--- src/design/adsu_pkg.sv ---
`timescale 1ns / 1ps
`default_nettype none
package adsu_pkg;

    localparam int MAX_WIDTH     = 1024;
    localparam int MAX_HEIGHT    = 1024;
    localparam int PIXEL_BITS    = 16;
    localparam int TABLE_ENTRIES = 256;
    localparam int COL_BITS      = $clog2(MAX_WIDTH);
    localparam int ROW_BITS      = $clog2(MAX_HEIGHT);
    localparam int SIZE_BITS     = 11;
    localparam int DIFF_BITS     = PIXEL_BITS + 1;
    localparam int COND_BITS     = 16;
    localparam int QUO_BITS      = 16;
    localparam int NUM_BITS      = 48;
    localparam logic [63:0] EXP_STEP_Q32 = 64'd4034748382;

    // configuration register indexes
    localparam logic [2:0] REG_MODE   = 3'd0;
    localparam logic [2:0] REG_EDGE_K = 3'd1;
    localparam logic [2:0] REG_GAIN   = 3'd2;
    localparam logic [2:0] REG_WIDTH  = 3'd3;
    localparam logic [2:0] REG_HEIGHT = 3'd4;

    // conductance modes
    localparam logic [1:0] MODE_EXP      = 2'd1;
    localparam logic [1:0] MODE_RATIONAL = 2'd2;

    typedef logic [COND_BITS-1:0] cond_table_t [TABLE_ENTRIES];

    typedef enum logic [3:0] {
        ST_IDLE,
        ST_RD_C,
        ST_RD_E,
        ST_RD_W,
        ST_SETUP,
        ST_COND,
        ST_WAIT,
        ST_MAC,
        ST_GAIN,
        ST_ROUND,
        ST_OUT
    } state_t;

    typedef enum logic [2:0] {
        CP_IDLE,
        CP_SQ,
        CP_PREP,
        CP_DIV,
        CP_POST
    } cond_phase_t;

    typedef struct packed {
        logic        start;
        logic [1:0]  mode;
        logic [15:0] edge_k;
    } cond_ctl_t;

    typedef struct packed {
        logic                 done;
        logic [COND_BITS-1:0] cond;
    } cond_res_t;

    function automatic cond_table_t build_cond_table();
        cond_table_t t;
        logic [63:0] a;
        a = 64'd1 << 32;
        for (int i = 0; i < TABLE_ENTRIES; i++)
        begin
            t[i] = COND_BITS'((a + (64'd1 << 16)) >> 17);
            a = (a * EXP_STEP_Q32 + (64'd1 << 31)) >> 32;
        end
        return t;
    endfunction

    localparam cond_table_t COND_TABLE = build_cond_table();

endpackage
`default_nettype wire

--- src/design/adsu_cond.sv ---
`timescale 1ns / 1ps
`default_nettype none
module adsu_cond
    import adsu_pkg::*;
(
    input  wire logic                        clk,
    input  wire logic                        rst_n,
    input  wire cond_ctl_t                   ctl,
    input  wire logic signed [DIFF_BITS-1:0] diff,
    output cond_res_t                        res
);

    cond_phase_t phase_reg, phase_next;
    logic signed [DIFF_BITS-1:0] diff_reg;
    logic [15:0]         g_reg, k_reg;
    logic [31:0]         gsq_reg, ksq_reg;
    logic                zero_reg;
    logic [NUM_BITS-1:0] rem_reg, dsh_reg;
    logic [QUO_BITS-1:0] quo_reg;
    logic [3:0]          cnt_reg;
    logic                done_reg;
    logic [COND_BITS-1:0] cond_reg;

    logic [15:0] g_abs, k_eff;
    logic [32:0] den;
    logic [NUM_BITS-1:0] num, den_w;
    logic        zero_w;
    logic        fits;
    logic [31:0] qsq;

    always_comb
    begin
        g_abs = diff_reg[DIFF_BITS-1] ? 16'(-diff_reg) : 16'(diff_reg);
        k_eff = (ctl.edge_k == 16'd0) ? 16'd1 : ctl.edge_k;
        den   = {1'b0, ksq_reg};
        num   = '0;
        zero_w = 1'b0;
        unique case (ctl.mode)
            MODE_EXP:
            begin
                // index beyond the table: 16*g*g >= 256*k*k
                zero_w = ({4'b0, gsq_reg} >= ({4'b0, ksq_reg} << 4)) ? 1'b1 : 1'b0;
                num    = {12'b0, gsq_reg, 4'b0};
            end
            MODE_RATIONAL:
            begin
                den = {1'b0, ksq_reg} + {1'b0, gsq_reg};
                num = ({16'b0, ksq_reg} << 15) + {16'b0, den[32:1]};
            end
            default:
            begin
                zero_w = (g_reg > k_reg);
                num    = ({16'b0, ksq_reg - gsq_reg} << 15) + {17'b0, ksq_reg[31:1]};
            end
        endcase
        den_w = {den, 15'b0};
        fits  = (rem_reg >= dsh_reg);
        qsq   = 32'(quo_reg) * 32'(quo_reg);
    end

    always_ff @(posedge clk or negedge rst_n)
    begin
        if (!rst_n)
            phase_reg <= CP_IDLE;
        else
            phase_reg <= phase_next;
    end

    always_comb
    begin
        phase_next = phase_reg;
        unique case (phase_reg)
            CP_IDLE: if (ctl.start) phase_next = CP_SQ;
            CP_SQ:   phase_next = CP_PREP;
            CP_PREP: phase_next = CP_DIV;
            CP_DIV:  if (cnt_reg == 4'd15) phase_next = CP_POST;
            CP_POST: phase_next = CP_IDLE;
            default: phase_next = CP_IDLE;
        endcase
    end

    always_ff @(posedge clk or negedge rst_n)
    begin
        if (!rst_n)
            done_reg <= 1'b0;
        else
            done_reg <= (phase_reg == CP_POST);
    end

    always_ff @(posedge clk)
    begin
        unique case (phase_reg)
            CP_IDLE: diff_reg <= diff;
            CP_SQ:
            begin
                g_reg   <= g_abs;
                k_reg   <= k_eff;
                gsq_reg <= 32'(g_abs) * 32'(g_abs);
                ksq_reg <= 32'(k_eff) * 32'(k_eff);
            end
            CP_PREP:
            begin
                zero_reg <= zero_w;
                rem_reg  <= num;
                dsh_reg  <= den_w;
                quo_reg  <= '0;
                cnt_reg  <= '0;
            end
            CP_DIV:
            begin
                if (fits)
                    rem_reg <= rem_reg - dsh_reg;
                quo_reg <= {quo_reg[QUO_BITS-2:0], fits};
                dsh_reg <= dsh_reg >> 1;
                cnt_reg <= cnt_reg + 4'd1;
            end
            CP_POST:
            begin
                if (zero_reg)
                    cond_reg <= '0;
                else if (ctl.mode == MODE_EXP)
                    cond_reg <= COND_TABLE[quo_reg[7:0]];
                else if (ctl.mode == MODE_RATIONAL)
                    cond_reg <= quo_reg;
                else
                    cond_reg <= COND_BITS'((qsq + 32'd32768) >> 16);
            end
            default: ;
        endcase
    end

    assign res.done = done_reg;
    assign res.cond = cond_reg;

endmodule
`default_nettype wire

--- config.mk ---
export PLATFORM = sky130hd
export DESIGN_NAME = adsu_cond
export DESIGN_NICKNAME = d
export VERILOG_FILES = /design/src/design/adsu_pkg.sv /design/src/design/adsu_cond.sv
export SDC_FILE = /design/constraint.sdc
export NUM_CORES = 2
export LEC_CHECK = 0
export BUFFER_PORTS_ARGS = -buffer_cell sky130_fd_sc_hd__buf_2
export CAP_MARGIN = 20
export CELL_PAD_IN_SITES_DETAIL_PLACEMENT = 0
export CELL_PAD_IN_SITES_GLOBAL_PLACEMENT = 1
export CORE_MARGIN = 3
export CORE_UTILIZATION = 50
export CTS_BUF_LIST = sky130_fd_sc_hd__clkbuf_4
export CTS_CLUSTER_DIAMETER = 200
export DETAILED_ROUTE_END_ITERATION = 10
export GPL_ROUTABILITY_DRIVEN = 0
export PLACE_DENSITY_LB_ADDON = 0.1
export SLEW_MARGIN = 20
export SYNTH_ARGS = -nofsm -noshare
export SYNTH_HDL_FRONTEND = slang
export SYNTH_SLANG_ARGS = --single-unit
--- constraint.sdc ---
create_clock -name clk -period 13 [get_ports clk]
set_input_delay 0.65 -clock clk [delete_from_list [all_inputs] [get_ports clk]]
set_output_delay 0.65 -clock clk [all_outputs]
set_load 0.05 [all_outputs]
==> impl_metrics.ini <==
[cells_and_area]
synthToLayoutAreaGrowth_pct = 5.69
drive_gt1_share_pct = 5.79
nets = 5813

[place]
hpwl_um = 95500
io_buffers = 54
place_ws_ps = 4040

[clock_network]
cts_root_buf = clkbuf_4
cts_setup_buffers = 0
cts_tree = yes
ctsResizeCount = 0
clk_pin_slew_ps = 70
htreeDepth = 3
holdBufCountCts = 18
insertion_delay_ps = 850
clock_path_buffers = 3
cts.sinks = 246
cts_made_buffers = 73

[timing]
rsz0062_at_grt = no
holdWs_ps = 177
slew_headroom_pct = 29.7
fin_crit_sh_pct = 69.7
finalSetupViolCount = 0
worstMarginPinSlew_ps = 1050
hold_viol = 0
skew_ps = 52.7
fmax_ghz = 0.110
final.min_clock_period_ps = 9060
setup_ws_ps = 3940
slew_viol_final = 0
tns_ps = 0

[detailed_routing]
ant_nets = 0
drcViolationCount = 0
vias = 33600
routed_wirelength_um = 122000
via_per_inst = 5.65
dr.pass1.iters = 6
wl_per_cell_um = 20.5
drtIter0Drc = 2559

[floorplanning]
rows = 105
initial_utilization_pct = 50.9
dieArea_um2 = 88000
ios = 55
die_h_um = 297
fp.coreArea_um2 = 82900
die_w_um = 297

[worst_hold_path]
hp-start = ctl[18]
hp-class = in2reg
holdPathEnd = phase_reg[0]
hold-path-cell-count = 3

[logic_synthesis]
avgSynthCellArea_um2 = 8.86
ys_types = 103
synth_top_area_share_pct = 23.4
ys_warn_count = 0
syn-cell-area_um2 = 42200
synthCells = 4765
yosysSeqAreaShare_pct = 17.4
synth_top_area_cell = fa_1
synth_flop_cell = edfxtp_1
synth_edf_count = 242
synth_area_leaders = fa_1 (23%), edfxtp_1 (17%), ha_1 (15%)
postSynthRegisterBits = 246
syn_nets = 5816
synth_most_common_cell = inv_1
yosys-top-cells-count = inv_1 (876), ha_1 (520), fa_1 (493), nand2_1 (383), nor2_1 (332)
async_flop_share_pct = 1.63

[setup_path]
crit_type = reg2reg
cp.arrival_ps = 9620
cp_common_cell = fa_1
crit_required_ps = 13560
rr_endpoint = gsq_reg[30]
startpoint = diff_reg[0]
reg2reg_slack_ps = 3940
critical-path-max-stage-delay_ps = 690
rr_worst_depth = 29
start_kind = flop
crit_slowest_cell = xnor2_1
timing.rr.start = diff_reg[0]
cp-end-kind = flop
path_max_fanout = 20

[run]
maxCapViolCount = 0

[grt]
grt.overflow.total = 0
grt_pass1_wl_um = 194000
first_global_vias = 34300
grt_max_degree = 82
antenna_found_initial = 4
grt_use_total_pct = 28.5

[outcome]
outcome = finished clean
-- logic make-up after synthesis --
family / count (synthesis) / synth area share [%]
xor gates and xnor gates: 248 / 5.20
buffers and inverters: 1081 / 9.69
and+or+nand+nor: 1208 / 13.5
AOI/OAI and AO/OA: 931 / 14.4
muxes: 38 / 0.925
adders and majority gates: 1013 / 38.8
DFF: 246 / 17.4
-- per-layer routing --
metal  GRT usage [%]  up-vias  share of wire (%)
met1            40.4    16400                 45
met2            45.4     1121                 45
li1                -    15900                  -
met5               0        -              0.011
met4            8.85        2                3.0
met3            4.24      199                6.7
-- critical path: cells and delay by family, from the launching register on --
kind / cells / cell delay [ps]
compound gates: 11 / 2030
mux: 1 / 220
buf+inv: 5 / 1070
fa+ha+maj: 8 / 3530
xor+xnor: 1 / 690
flops: 1 / 470
simple gates: 3 / 790
-- metrics by stage --
stage,utilization [%],cells,instance area (µm²)
3_5_place_dp,52.5,5792,43500
3_3_place_gp,52.5,5792,43500
2_1_floorplan,-,4765,42200
6_report,53.8,5943,44600
4_1_cts,53.8,5941,44600
5_1_grt,53.8,5943,44600
-- cell usage in the layout (no fill, tap or decap), types with 9 or more instances in the layout --
| master | count |
|---|---|
| o21a_1 | 29 |
| o31ai_1 | 23 |
| a211oi_1 | 36 |
| o21bai_1 | 28 |
| and2_1 | 105 |
| ha_1 | 518 |
| nor3_1 | 68 |
| buf_2 | 54 |
| fa_1 | 493 |
| a21o_1 | 93 |
| xnor2_1 | 159 |
| nor4_1 | 13 |
| a31oi_1 | 43 |
| mux2i_1 | 30 |
| inv_2 | 9 |
| a221o_1 | 9 |
| a2111oi_0 | 12 |
| dlygate4sd3_1 | 18 |
| or3_1 | 17 |
| clkinv_1 | 26 |
| nand2_1 | 382 |
| and3_1 | 31 |
| buf_4 | 40 |
| or2_2 | 13 |
| clkbuf_4 | 105 |
| o21ai_0 | 203 |
| inv_1 | 875 |
| a221oi_1 | 27 |
| nand4_1 | 41 |
| nand2b_1 | 49 |
| o22ai_1 | 10 |
| a22oi_1 | 9 |
| nand3_1 | 73 |
| edfxtp_1 | 242 |
| a21oi_1 | 250 |
| o211ai_1 | 41 |
| xor2_1 | 86 |
| nor2b_1 | 43 |
| nor2_1 | 331 |
-- final cells by class --
type | instances | area (µm²)
Tap cell | 1123 | 1410
Inverter | 891 | 3340
Multi-Input combinational cell | 3438 | 30800
Timing Repair Buffer | 112 | 751
Fill cell | 7864 | 38300
Sequential cell | 246 | 7370
Clock buffer | 105 | 788
Clock inverter | 26 | 159
Antenna cell | 2 | 5.00
-- worst max path at each step --
| stage | endpoint | slack (ps) | cells past startpoint |
|---|---|---|---|
| finish | gsq_reg[30] | 3940 | 29 |
| global route | gsq_reg[30] | 3380 | 29 |
| CTS | gsq_reg[30] | 4030 | 29 |
| detailed placement | gsq_reg[30] | 4040 | 29 |
| global placement | gsq_reg[30] | 4350 | 29 |
| floorplan | gsq_reg[30] | 4800 | 30 |
Power is not shown: default switching activity piles up to over one toggle a cycle in this logic, so the estimate is an artifact.
